$ cat config.mk
export PLATFORM = sky130hd
export DESIGN_NAME = trajectory_staleness_steer_gate_unit
export DESIGN_NICKNAME = d
export VERILOG_FILES = /design/src/rtl/core/tssg_pkg.sv /design/src/rtl/core/trajectory_staleness_steer_gate_unit.sv /design/src/rtl/core/tssg_ram.sv /design/src/rtl/core/tssg_slew.sv
export VERILOG_INCLUDE_DIRS = /design/src /design/src/rtl/core
export SDC_FILE = /design/constraint.sdc
export NUM_CORES = 2
export LEC_CHECK = 0
export ABC_AREA = 1
export BUFFER_PORTS_ARGS = -buffer_cell sky130_fd_sc_hd__buf_2
export CORE_ASPECT_RATIO = 0.75
export CORE_MARGIN = 2
export CORE_UTILIZATION = 49
export CTS_BUF_LIST = sky130_fd_sc_hd__clkbuf_4
export CTS_CLUSTER_DIAMETER = 100
export CTS_CLUSTER_SIZE = 20
export DETAILED_ROUTE_END_ITERATION = 16
export PLACE_DENSITY_LB_ADDON = 0.12
export REMOVE_ABC_BUFFERS = 1
export SLEW_MARGIN = 20
export SYNTH_ARGS = -nofsm -noshare
export SYNTH_HDL_FRONTEND = slang
export SYNTH_SLANG_ARGS = --single-unit
$ cat constraint.sdc
create_clock -name clock -period 23.9 [get_ports clock]
set_clock_uncertainty 0.1 [all_clocks]
set_input_delay 1.195 -clock clock [delete_from_list [all_inputs] [get_ports clock]]
set_output_delay 1.195 -clock clock [all_outputs]
set_load 0.005 [all_outputs]
$ cat src/rtl/core/trajectory_staleness_steer_gate_unit_assert.svh
// assertion macros for the steering gate
// plain implication and invariant forms, clocked on the rising edge, held off during reset
`ifndef TRAJECTORY_STALENESS_STEER_GATE_UNIT_ASSERT_SVH
`define TRAJECTORY_STALENESS_STEER_GATE_UNIT_ASSERT_SVH

// antecedent in a cycle implies consequent in the same cycle
`define TSSG_ASSERT_IMPLIES(lbl, clk, rst, ante, cons, msg) \
   lbl: assert property (@(posedge clk) disable iff (rst) (ante) |-> (cons)) \
      else $error(msg);

// condition holds at every edge out of reset
`define TSSG_ASSERT_ALWAYS(lbl, clk, rst, cond, msg) \
   lbl: assert property (@(posedge clk) disable iff (rst) (cond)) \
      else $error(msg);

`endif

$ cat src/rtl/core/tssg_pkg.sv
`timescale 1ns / 1ps
// shared constants, codes and stage types for the steering gate
// no dependencies
package tssg_pkg;

   localparam int HORIZON_LEN = 20;
   localparam int BANK_DEPTH  = 2 * HORIZON_LEN;
   localparam int ADDR_W      = $clog2(BANK_DEPTH);
   localparam int STEP_W      = $clog2(HORIZON_LEN + 1);
   localparam int MAG_W       = 16 + STEP_W;
   // reciprocal of the horizon length, exact floor for any MAG_W-bit dividend
   localparam int QUO_SHIFT   = MAG_W + $clog2(HORIZON_LEN);
   localparam int RECIP_W     = MAG_W + 1;
   localparam int PROD_W      = MAG_W + RECIP_W;
   localparam longint RECIP   =
      ((longint'(1) << QUO_SHIFT) + longint'(HORIZON_LEN) - 1) / longint'(HORIZON_LEN);
   localparam int CSR_ADDR_W  = 4;

   typedef enum logic [1:0] {
      OP_LOAD   = 2'd0,
      OP_COMMIT = 2'd1,
      OP_TICK   = 2'd2
   } op_type;

   typedef enum logic [1:0] {
      MODE_NO_PLAN   = 2'd0,
      MODE_FRESH     = 2'd1,
      MODE_REPLAY    = 2'd2,
      MODE_SAFE_STOP = 2'd3
   } mode_type;

   typedef enum logic [1:0] {
      REG_STALE_LIMIT     = 2'd0,
      REG_STEER_STEP      = 2'd1,
      REG_COMFORT_DECEL   = 2'd2,
      REG_EMERGENCY_DECEL = 2'd3
   } csr_reg_type;

   // scaled horizon magnitude handed from the plan stage to the slew stage
   typedef struct packed {
      logic             valid;
      logic             neg;
      logic [MAG_W-1:0] mag;
   } scale_type;

endpackage

$ cat src/rtl/core/trajectory_staleness_steer_gate_unit.sv
`timescale 1ns / 1ps
// steering gate top level: request register, plan, middle and slew stages, result register
// depends on tssg_pkg, tssg_ram, tssg_slew and the assertion macro header
//
//   channel | ports                          | direction | moves
//   --------+--------------------------------+-----------+------------------------------
//   req     | req_valid / req_stall / req_*  | in        | load, commit or tick request
//   rsp     | rsp_valid / rsp_stall / rsp_*  | out       | one result per tick
//   csr     | psel penable pwrite paddr ...  | in/out    | four limit registers
//
// one request per cycle unless stalled; a tick's result passes the middle and result registers
// the horizon ram read is issued at acceptance from the state left by the request ahead of it
// a stalled result freezes the plan and slew stages; the request register still fills once
// sync reset clears control state, presets limits; horizon entries are undefined until loaded
`include "trajectory_staleness_steer_gate_unit_assert.svh"

module trajectory_staleness_steer_gate_unit (
   input  logic                            clock,
   input  logic                            reset,
   input  logic                            req_valid,
   output logic                            req_stall,
   input  logic [1:0]                      req_op,
   input  logic [4:0]                      req_entry_index,
   input  logic signed [15:0]              req_steer_value,
   input  logic signed [15:0]              req_plan_accel,
   input  logic [31:0]                     req_time_ms,
   output logic                            rsp_valid,
   input  logic                            rsp_stall,
   output logic signed [15:0]              rsp_steer_cmd,
   output logic signed [15:0]              rsp_accel_cmd,
   output logic [1:0]                      rsp_gate_mode,
   output logic [4:0]                      rsp_replay_step,
   input  logic                            psel,
   input  logic                            penable,
   input  logic                            pwrite,
   input  logic [tssg_pkg::CSR_ADDR_W-1:0] paddr,
   input  logic [31:0]                     pwdata,
   output logic [31:0]                     prdata,
   output logic                            pready
);
   import tssg_pkg::*;

   // configuration
   logic [15:0] stale_limit_ff;
   logic [11:0] steer_step_ff;
   logic [14:0] comfort_decel_ff;
   logic [14:0] emergency_decel_ff;
   logic        csr_write;
   csr_reg_type csr_index;

   // request register
   logic               in_valid_ff;
   logic               in_valid_in;
   logic [1:0]         in_op_ff;
   logic [4:0]         in_index_ff;
   logic signed [15:0] in_steer_ff;
   logic signed [15:0] in_accel_ff;
   logic [31:0]        in_time_ff;
   logic               req_accept;
   logic               advance;
   logic               in_take;

   // plan state
   logic               bank_ff;
   logic               bank_in;
   logic signed [15:0] held_accel_ff;
   logic signed [15:0] held_accel_in;
   logic               plan_present_ff;
   logic               plan_present_in;
   logic [31:0]        receive_time_ff;
   logic [31:0]        receive_time_in;
   logic [STEP_W-1:0]  step_ff;
   logic [STEP_W-1:0]  step_in;

   // plan stage
   logic [31:0]        age;
   logic               fresh;
   logic               is_load;
   logic               is_tick;
   logic [STEP_W-1:0]  scale_k;
   logic signed [15:0] entry_sel;
   logic [15:0]        entry_abs;
   logic signed [15:0] tick_accel;
   mode_type           tick_mode;

   // horizon ram
   logic              wr_en;
   logic [ADDR_W-1:0] wr_addr;
   logic [ADDR_W-1:0] rd_addr_a;
   logic [ADDR_W-1:0] rd_addr_b;
   logic [15:0]       rd_entry_one;
   logic [15:0]       rd_entry_step;

   // stage between plan and slew
   scale_type          mid_scale_ff;
   scale_type          mid_scale_in;
   logic signed [15:0] mid_accel_ff;
   mode_type           mid_mode_ff;
   logic [STEP_W-1:0]  mid_step_ff;

   // result register
   logic               rsp_valid_ff;
   logic signed [15:0] rsp_accel_ff;
   mode_type           rsp_mode_ff;
   logic [STEP_W-1:0]  rsp_step_ff;
   logic signed [15:0] slew_steer;

   // ---------------- configuration port ----------------
   assign pready    = 1'b1;
   assign csr_write = psel && penable && pwrite;
   assign csr_index = csr_reg_type'(paddr[CSR_ADDR_W-1:2]);

   always_ff @(posedge clock) begin
      if (reset) begin
         stale_limit_ff     <= 16'd200;
         steer_step_ff      <= 12'd123;
         comfort_decel_ff   <= 15'd384;
         emergency_decel_ff <= 15'd1024;
      end else if (csr_write) begin
         case (csr_index)
            REG_STALE_LIMIT:     stale_limit_ff     <= pwdata[15:0];
            REG_STEER_STEP:      steer_step_ff      <= pwdata[11:0];
            REG_COMFORT_DECEL:   comfort_decel_ff   <= pwdata[14:0];
            REG_EMERGENCY_DECEL: emergency_decel_ff <= pwdata[14:0];
            default: begin
            end
         endcase
      end
   end

   always_comb begin
      case (csr_index)
         REG_STALE_LIMIT:     prdata = 32'(stale_limit_ff);
         REG_STEER_STEP:      prdata = 32'(steer_step_ff);
         REG_COMFORT_DECEL:   prdata = 32'(comfort_decel_ff);
         REG_EMERGENCY_DECEL: prdata = 32'(emergency_decel_ff);
         default:             prdata = '0;
      endcase
   end

   // ---------------- request register ----------------
   assign advance     = !rsp_valid_ff || !rsp_stall;
   assign in_take     = in_valid_ff && advance;
   assign req_stall   = in_valid_ff && !advance;
   assign req_accept  = req_valid && !req_stall;
   assign in_valid_in = req_stall ? in_valid_ff : req_valid;

   always_ff @(posedge clock) begin
      if (reset) begin
         in_valid_ff <= 1'b0;
      end else begin
         in_valid_ff <= in_valid_in;
      end
   end

   always_ff @(posedge clock) begin
      if (req_accept) begin
         in_op_ff    <= req_op;
         in_index_ff <= req_entry_index;
         in_steer_ff <= req_steer_value;
         in_accel_ff <= req_plan_accel;
         in_time_ff  <= req_time_ms;
      end
   end

   // ---------------- plan stage ----------------
   assign is_load = in_take && (in_op_ff == OP_LOAD);
   assign is_tick = in_take && (in_op_ff == OP_TICK);
   assign age     = in_time_ff - receive_time_ff;
   assign fresh   = age <= {16'b0, stale_limit_ff};

   always_comb begin
      bank_in         = bank_ff;
      held_accel_in   = held_accel_ff;
      plan_present_in = plan_present_ff;
      receive_time_in = receive_time_ff;
      step_in         = step_ff;
      scale_k         = '0;
      entry_sel       = $signed(rd_entry_step);
      tick_accel      = -$signed({1'b0, comfort_decel_ff});
      tick_mode       = MODE_NO_PLAN;

      if (in_take && (in_op_ff == OP_COMMIT)) begin
         bank_in         = !bank_ff;
         held_accel_in   = in_accel_ff;
         plan_present_in = 1'b1;
         receive_time_in = in_time_ff;
         step_in         = STEP_W'(1);
      end

      if (plan_present_ff && fresh) begin
         // full scale so that the divide returns entry one unchanged
         scale_k    = STEP_W'(HORIZON_LEN);
         entry_sel  = $signed(rd_entry_one);
         tick_accel = held_accel_ff;
         tick_mode  = MODE_FRESH;
      end else if (plan_present_ff && (step_ff < STEP_W'(HORIZON_LEN))) begin
         scale_k    = STEP_W'(HORIZON_LEN) - step_ff;
         tick_mode  = MODE_REPLAY;
      end else if (plan_present_ff) begin
         tick_accel = -$signed({1'b0, emergency_decel_ff});
         tick_mode  = MODE_SAFE_STOP;
      end

      if (is_tick) begin
         case (tick_mode)
            MODE_FRESH:  step_in = STEP_W'(2);
            MODE_REPLAY: step_in = step_ff + STEP_W'(1);
            default:     step_in = step_ff;
         endcase
      end
   end

   assign entry_abs    = entry_sel[15] ? 16'(-entry_sel) : 16'(entry_sel);
   assign mid_scale_in = '{valid: is_tick,
                           neg:   entry_sel[15],
                           mag:   MAG_W'(entry_abs) * MAG_W'(scale_k)};

   always_ff @(posedge clock) begin
      if (reset) begin
         bank_ff         <= 1'b0;
         held_accel_ff   <= '0;
         plan_present_ff <= 1'b0;
         receive_time_ff <= '0;
         step_ff         <= STEP_W'(1);
      end else begin
         bank_ff         <= bank_in;
         held_accel_ff   <= held_accel_in;
         plan_present_ff <= plan_present_in;
         receive_time_ff <= receive_time_in;
         step_ff         <= step_in;
      end
   end

   // ---------------- horizon ram ----------------
   // loads go to the shadow bank, reads come from the bank in use after the request ahead
   assign wr_en     = is_load && ({1'b0, in_index_ff} < 6'(HORIZON_LEN));
   assign wr_addr   = (bank_ff ? ADDR_W'(0) : ADDR_W'(HORIZON_LEN)) + ADDR_W'(in_index_ff);
   assign rd_addr_a = (bank_in ? ADDR_W'(HORIZON_LEN) : ADDR_W'(0)) + ADDR_W'(1);
   assign rd_addr_b = (bank_in ? ADDR_W'(HORIZON_LEN) : ADDR_W'(0))
                    + ((step_in < STEP_W'(HORIZON_LEN)) ? ADDR_W'(step_in) : ADDR_W'(0));

   tssg_ram #(
      .WIDTH (16),
      .DEPTH (BANK_DEPTH)
   ) u_horizon (
      .clock     (clock),
      .wr_en     (wr_en),
      .wr_addr   (wr_addr),
      .wr_data   (in_steer_ff),
      .rd_en     (req_accept),
      .rd_addr_a (rd_addr_a),
      .rd_addr_b (rd_addr_b),
      .rd_data_a (rd_entry_one),
      .rd_data_b (rd_entry_step)
   );

   // ---------------- middle stage ----------------
   always_ff @(posedge clock) begin
      if (reset) begin
         mid_scale_ff.valid <= 1'b0;
      end else if (advance) begin
         mid_scale_ff.valid <= mid_scale_in.valid;
      end
      if (advance && is_tick) begin
         mid_scale_ff.neg <= mid_scale_in.neg;
         mid_scale_ff.mag <= mid_scale_in.mag;
         mid_accel_ff     <= tick_accel;
         mid_mode_ff      <= tick_mode;
         mid_step_ff      <= step_in;
      end
   end

   // ---------------- slew stage ----------------
   tssg_slew u_slew (
      .clock      (clock),
      .reset      (reset),
      .advance    (advance),
      .scale      (mid_scale_ff),
      .step_limit (steer_step_ff),
      .steer_cmd  (slew_steer)
   );

   // ---------------- result register ----------------
   always_ff @(posedge clock) begin
      if (reset) begin
         rsp_valid_ff <= 1'b0;
      end else if (advance) begin
         rsp_valid_ff <= mid_scale_ff.valid;
      end
   end

   always_ff @(posedge clock) begin
      if (advance && mid_scale_ff.valid) begin
         rsp_accel_ff <= mid_accel_ff;
         rsp_mode_ff  <= mid_mode_ff;
         rsp_step_ff  <= mid_step_ff;
      end
   end

   assign rsp_valid       = rsp_valid_ff;
   assign rsp_steer_cmd   = slew_steer;
   assign rsp_accel_cmd   = rsp_accel_ff;
   assign rsp_gate_mode   = rsp_mode_ff;
   assign rsp_replay_step = 5'(rsp_step_ff);

   // ---------------- assertions ----------------
   `TSSG_ASSERT_IMPLIES(a_fresh_step, clock, reset, rsp_valid_ff && (rsp_mode_ff == MODE_FRESH), rsp_step_ff == STEP_W'(2), "fresh result without step two")
   `TSSG_ASSERT_IMPLIES(a_stop_step, clock, reset, rsp_valid_ff && (rsp_mode_ff == MODE_SAFE_STOP), rsp_step_ff == STEP_W'(HORIZON_LEN), "safe stop before horizon end")
   `TSSG_ASSERT_IMPLIES(a_plan_mode, clock, reset, rsp_valid_ff && (rsp_mode_ff != MODE_NO_PLAN), plan_present_ff, "plan mode without a committed plan")
   `TSSG_ASSERT_ALWAYS(a_step_range, clock, reset, (step_ff >= STEP_W'(1)) && (step_ff <= STEP_W'(HORIZON_LEN)), "step outside horizon")
   `TSSG_ASSERT_IMPLIES(a_stall_cause, clock, reset, req_stall, rsp_valid_ff && rsp_stall, "request stalled with result side free")

endmodule

$ cat src/rtl/core/tssg_ram.sv
`timescale 1ns / 1ps
// generic ram: one write port, two read ports with registered read data
// no package dependencies
module tssg_ram #(
   parameter int WIDTH = 16,
   parameter int DEPTH = 40
) (
   input  logic                     clock,
   input  logic                     wr_en,
   input  logic [$clog2(DEPTH)-1:0] wr_addr,
   input  logic [WIDTH-1:0]         wr_data,
   input  logic                     rd_en,
   input  logic [$clog2(DEPTH)-1:0] rd_addr_a,
   input  logic [$clog2(DEPTH)-1:0] rd_addr_b,
   output logic [WIDTH-1:0]         rd_data_a,
   output logic [WIDTH-1:0]         rd_data_b
);

   logic [WIDTH-1:0] mem_ff [DEPTH];

   always_ff @(posedge clock) begin
      if (wr_en) begin
         mem_ff[wr_addr] <= wr_data;
      end
      if (rd_en) begin
         rd_data_a <= mem_ff[rd_addr_a];
         rd_data_b <= mem_ff[rd_addr_b];
      end
   end

endmodule

$ cat src/rtl/core/tssg_slew.sv
`timescale 1ns / 1ps
// slew stage: divides the scaled entry by the horizon length and rate limits the steering
// depends on tssg_pkg
module tssg_slew (
   input  logic                clock,
   input  logic                reset,
   input  logic                advance,
   input  tssg_pkg::scale_type scale,
   input  logic [11:0]         step_limit,
   output logic signed [15:0]  steer_cmd
);
   import tssg_pkg::*;

   logic [PROD_W-1:0]  prod;
   logic [15:0]        quot;
   logic signed [16:0] target;
   logic signed [17:0] diff;
   logic signed [17:0] lim;
   logic signed [17:0] clamped;
   logic signed [17:0] sum;
   logic signed [15:0] steer_ff;
   logic signed [15:0] steer_in;

   // divide by constant through the reciprocal, exact for the full magnitude range
   assign prod = PROD_W'(scale.mag) * PROD_W'(RECIP);
   assign quot = prod[QUO_SHIFT +: 16];

   always_comb begin
      target  = scale.neg ? -$signed({1'b0, quot}) : $signed({1'b0, quot});
      diff    = 18'(target) - 18'(steer_ff);
      lim     = $signed({6'b0, step_limit});
      if (diff > lim) begin
         clamped = lim;
      end else if (diff < -lim) begin
         clamped = -lim;
      end else begin
         clamped = diff;
      end
      sum = 18'(steer_ff) + clamped;
      if (sum > 18'sd32767) begin
         steer_in = 16'sh7fff;
      end else if (sum < -18'sd32768) begin
         steer_in = 16'sh8000;
      end else begin
         steer_in = sum[15:0];
      end
   end

   always_ff @(posedge clock) begin
      if (reset) begin
         steer_ff <= '0;
      end else if (advance && scale.valid) begin
         steer_ff <= steer_in;
      end
   end

   assign steer_cmd = steer_ff;

endmodule
==> reports/qor.csv <==
stage;metric;value;unit
timing;period_needed;15.00;ns
global_routing;grt_antenna_before_repair;10;
cells_and_area;drive_above_1_share;6.58;%
hold_path;min_to;in_steer_ff[5];
cells_and_area;fillers;10570;
cells_and_area;fin_util;51.9;%
logic_synthesis;async_flop_share;0;%
timing;clock.fmax;66.7;MHz
cells_and_area;area_delta_synth_final;5.43;%
setup_path;crit_top_cell;nand2_1;
placed_design;place_hpwl;102000;microns
global_routing;grt_overflow;0;
floorplan;pin_count;188;
hold_path;hold_path_class;input pin to flop;
route;wl_per_cell;19.8;microns
setup_path;max_stage_delay;0.63;ns
route;dr.pass1.iters;6;
clock_tree;hold_buffers;0;
route;vias_per_cell;5.33;
logic_synthesis;yosys.area_share.adder;14.4;%
floorplan;die_y;296;microns
timing;tns;0;ns
timing;slew_viol_final;0;
logic_synthesis;syn_area;55700;sq um
floorplan;die_w;393;microns
setup_path;worstPathArrival;15.88;ns
power;vdd_drop_max;0.134;mV
route;vias;40302;
logic_synthesis;yosysTopAreaCell;edfxtp_1;
global_routing;grt_max_degree;173;
logic_synthesis;synth_top_area_share;43.7;%
timing;timing.slew.headroom;26.4;%
clock_tree;cts_tree;built;
global_routing;grt_pass1_wl;230000;microns
logic_synthesis;syn_area_per_cell;9.39;sq um
floorplan;rows;107;
logic_synthesis;syn_inst;5933;
timing;rsz0062_at_grt;no;
route;drc;0;
clock_tree;cts_setup_buffers;0;
timing;hold_violations;0;
setup_path;reg2reg_slack;8.90;ns
power;p_leak;26.2;nW
clock_tree;cts_buffer_depth;3;
logic_synthesis;synthFlopType;edfxtp_1;
setup_path;reg2reg_from;mid_scale_ff[8];
global_routing;grt_pass1_vias;38258;
route;drt_iter0_drc;3521;
route;ant_nets;0;
logic_synthesis;synthXorXnorAreaFrac;2.20;%
power;power_per_cell_area;80.1;nW/um^2
setup_path;crit_slowest_cell;edfxtp_1;
clock_tree;cts_root_buf;clkbuf_4;
floorplan;core;113000;sq um
hold_path;hold_depth;1;
cells_and_area;final_nets;6649;
setup_path;path_delay_family;compound AO/OA/AOI/OAI gates;
logic_synthesis;synth_mux_area_share;0.186;%
setup_path;cp-end-kind;flop;
run;cap_viol_max_count;0;
logic_synthesis;ys_top_cells_by_area;edfxtp_1, ha_1, nand2_1;
clock_tree;clkTransAtPathRegs;0.22;ns
route;wl;149000;microns
clock_tree;clock_latency;1.08;ns
cells_and_area;multi_input_area;23900;sq um
logic_synthesis;synth_top_family_by_area;simple AND/OR/NAND/NOR gates;
setup_path;timing.rr.end;u_slew.steer_cmd[1];
clock_tree;clock_sinks;943;
clock_tree;h-tree-depth;2;
clock_tree;cts_resized;0;
outcome;outcome;complete, no violations;
setup_path;critPathBufInv;6;
logic_synthesis;ys_seq_area_share;48.5;%
logic_synthesis;ys_seq_elements;943;
logic_synthesis;synth_edf_count;811;
setup_path;worstSetupPathType;flop to flop;
cells_and_area;register_area;27000;sq um
placed_design;gp_congestion;0.924;
setup_path;startpoint_type;flop;
floorplan;die_area;116000;sq um
timing;worst_pin_slew;1.10;ns
logic_synthesis;synth_compound_area_share;7.16;%
logic_synthesis;yosys_warnings;0;
timing;fin_crit_sh;62.8;%
placed_design;numPortBuffers;152;
setup_path;r2r_cells;72;
hold_path;worstHoldStart;req_steer_value[5];
logic_synthesis;synth_cell_type_count;62;
setup_path;critPathMaxFanout;16;
global_routing;grt.total_usage;25.6;%
setup_path;required;24.77;ns
clock_tree;cts_made_buffers;56;
timing;setup_viol;0;
floorplan;initial_core_util;49.2;%
logic_synthesis;synth-simple-area-share;18.7;%
kinds of logic (layout without fill, tap and decap cells):
| kind of cell | after synthesis | count (layout) |
|---|---|---|
| adders and majority gates | 535 | 535 |
| muxes | 9 | 9 |
| buffers and inverters | 1239 | 1321 |
| xor gates and xnor gates | 139 | 139 |
| DFF | 943 | 943 |
| AOI/OAI and AO/OA | 716 | 716 |
| other | 2 | 21 |
| and+or+nand+nor | 2350 | 2350 |
how the worst max path moves through the flow:
stage,startpoint,endpoint,cells past startpoint
2_1_floorplan,mid_scale_ff[8],u_slew.steer_cmd[0],72
3_3_place_gp,mid_scale_ff[8],u_slew.steer_cmd[7],73
3_5_place_dp,mid_scale_ff[8],u_slew.steer_cmd[11],73
4_1_cts,mid_scale_ff[8],u_slew.steer_cmd[14],73
5_1_grt,mid_scale_ff[0],u_slew.steer_cmd[4],70
6_report,mid_scale_ff[8],u_slew.steer_cmd[1],72
metrics by stage:
stage                     hold WS, ns  instance area (sq um)  worst slack, ns  total power, W  std cells
after detailed placement        0.305                  58000             8.95         0.00404       7468
after global placement          0.300                  58000             9.01         0.00400       7468
after floorplan                 0.300                  54600            11.47         0.00348       5709
after global routing            0.119                  58700             7.65         0.00510       7557
after CTS                      0.0783                  58700             8.93         0.00473       7555
final                           0.188                  58700             8.90         0.00470       7560
where the power goes:
| group | total [W] | internal (W) | switching (W) |
|---|---|---|---|
| sequential | 0.00182 | 0.00181 | 0.0000135 |
| clock | 0.000683 | 0.000168 | 0.000516 |
| combinational | 0.00220 | 0.000801 | 0.00140 |
worst register-to-register path, delay by kind of cell (launching register included):
kind,cells,cell delay (ns)
AOI/OAI and AO/OA,30,5.53
xor gates and xnor gates,4,0.97
adders and majority gates,12,4.71
buffers and inverters,6,0.69
DFF,1,0.63
and+or+nand+nor,20,2.37
placed cells by master, fill, tap and decap left out, types with 16 or more instances in the layout:
master | synthesis | final
nand2_1 | 1056 | 1056
inv_1 | 980 | 976
edfxtp_1 | 811 | 811
nand3_1 | 530 | 530
nor2_1 | 483 | 481
ha_1 | 354 | 353
o21ai_0 | 301 | 301
a21oi_1 | 253 | 253
fa_1 | 180 | 180
nand3b_1 | 175 | 175
buf_2 | 79 | 152
dfxtp_1 | 132 | 132
xor2_1 | 103 | 103
buf_4 | 30 | 79
clkbuf_4 | 0 | 77
nor3_1 | 37 | 36
o221ai_1 | 36 | 36
xnor2_1 | 35 | 34
o211ai_1 | 25 | 25
inv_2 | 17 | 19
a31oi_1 | 19 | 19
o21ai_1 | 19 | 18
nand4_1 | 17 | 17
conb_1 | 2 | 17
a21o_1 | 16 | 16
area by class of cell:
class,instances,share of cell area [%]
Sequential cell,943,46.0
Multi-Input combinational cell,3766,40.7
Inverter,1000,6.41
Tap cell,1526,3.25
Timing Repair Buffer,234,2.39
Clock buffer,77,0.984
Clock inverter,10,0.245
Antenna cell,4,0.0170
registers in the layout, summed over array words and instances (netlist names), 23 cells and up:
signal            cells
mid_scale_ff         23
u_horizon.mem_ff    640
in_time_ff           32
receive_time_ff      32
metal layers:
layer | global-route usage, % | part of all wire [%] | vias up
li1 | - | - | 19642
met1 | 38.1 | 48 | 19368
met2 | 40.3 | 45 | 1107
met3 | 2.95 | 5.9 | 175
met4 | 5.38 | 1.9 | 10
met5 | 0 | 0.046 | -
cell usage after synthesis, drive strengths merged (8+ instances only):
cell type,instances
or2,16
dfxtp,132
inv,997
mux2i,8
clkbuf,108
xnor2,35
o21ai,322
nor3,39
fa,180
a21oi,254
ha,354
edfxtp,811
a21o,16
nor2,492
nand3,532
o211ai,25
o21bai,15
xor2,104
buf,131
nand2,1065
nand3b,175
a31oi,19
nand4,18
o221ai,36
Note: power is estimated with default switching activity, not from simulation.
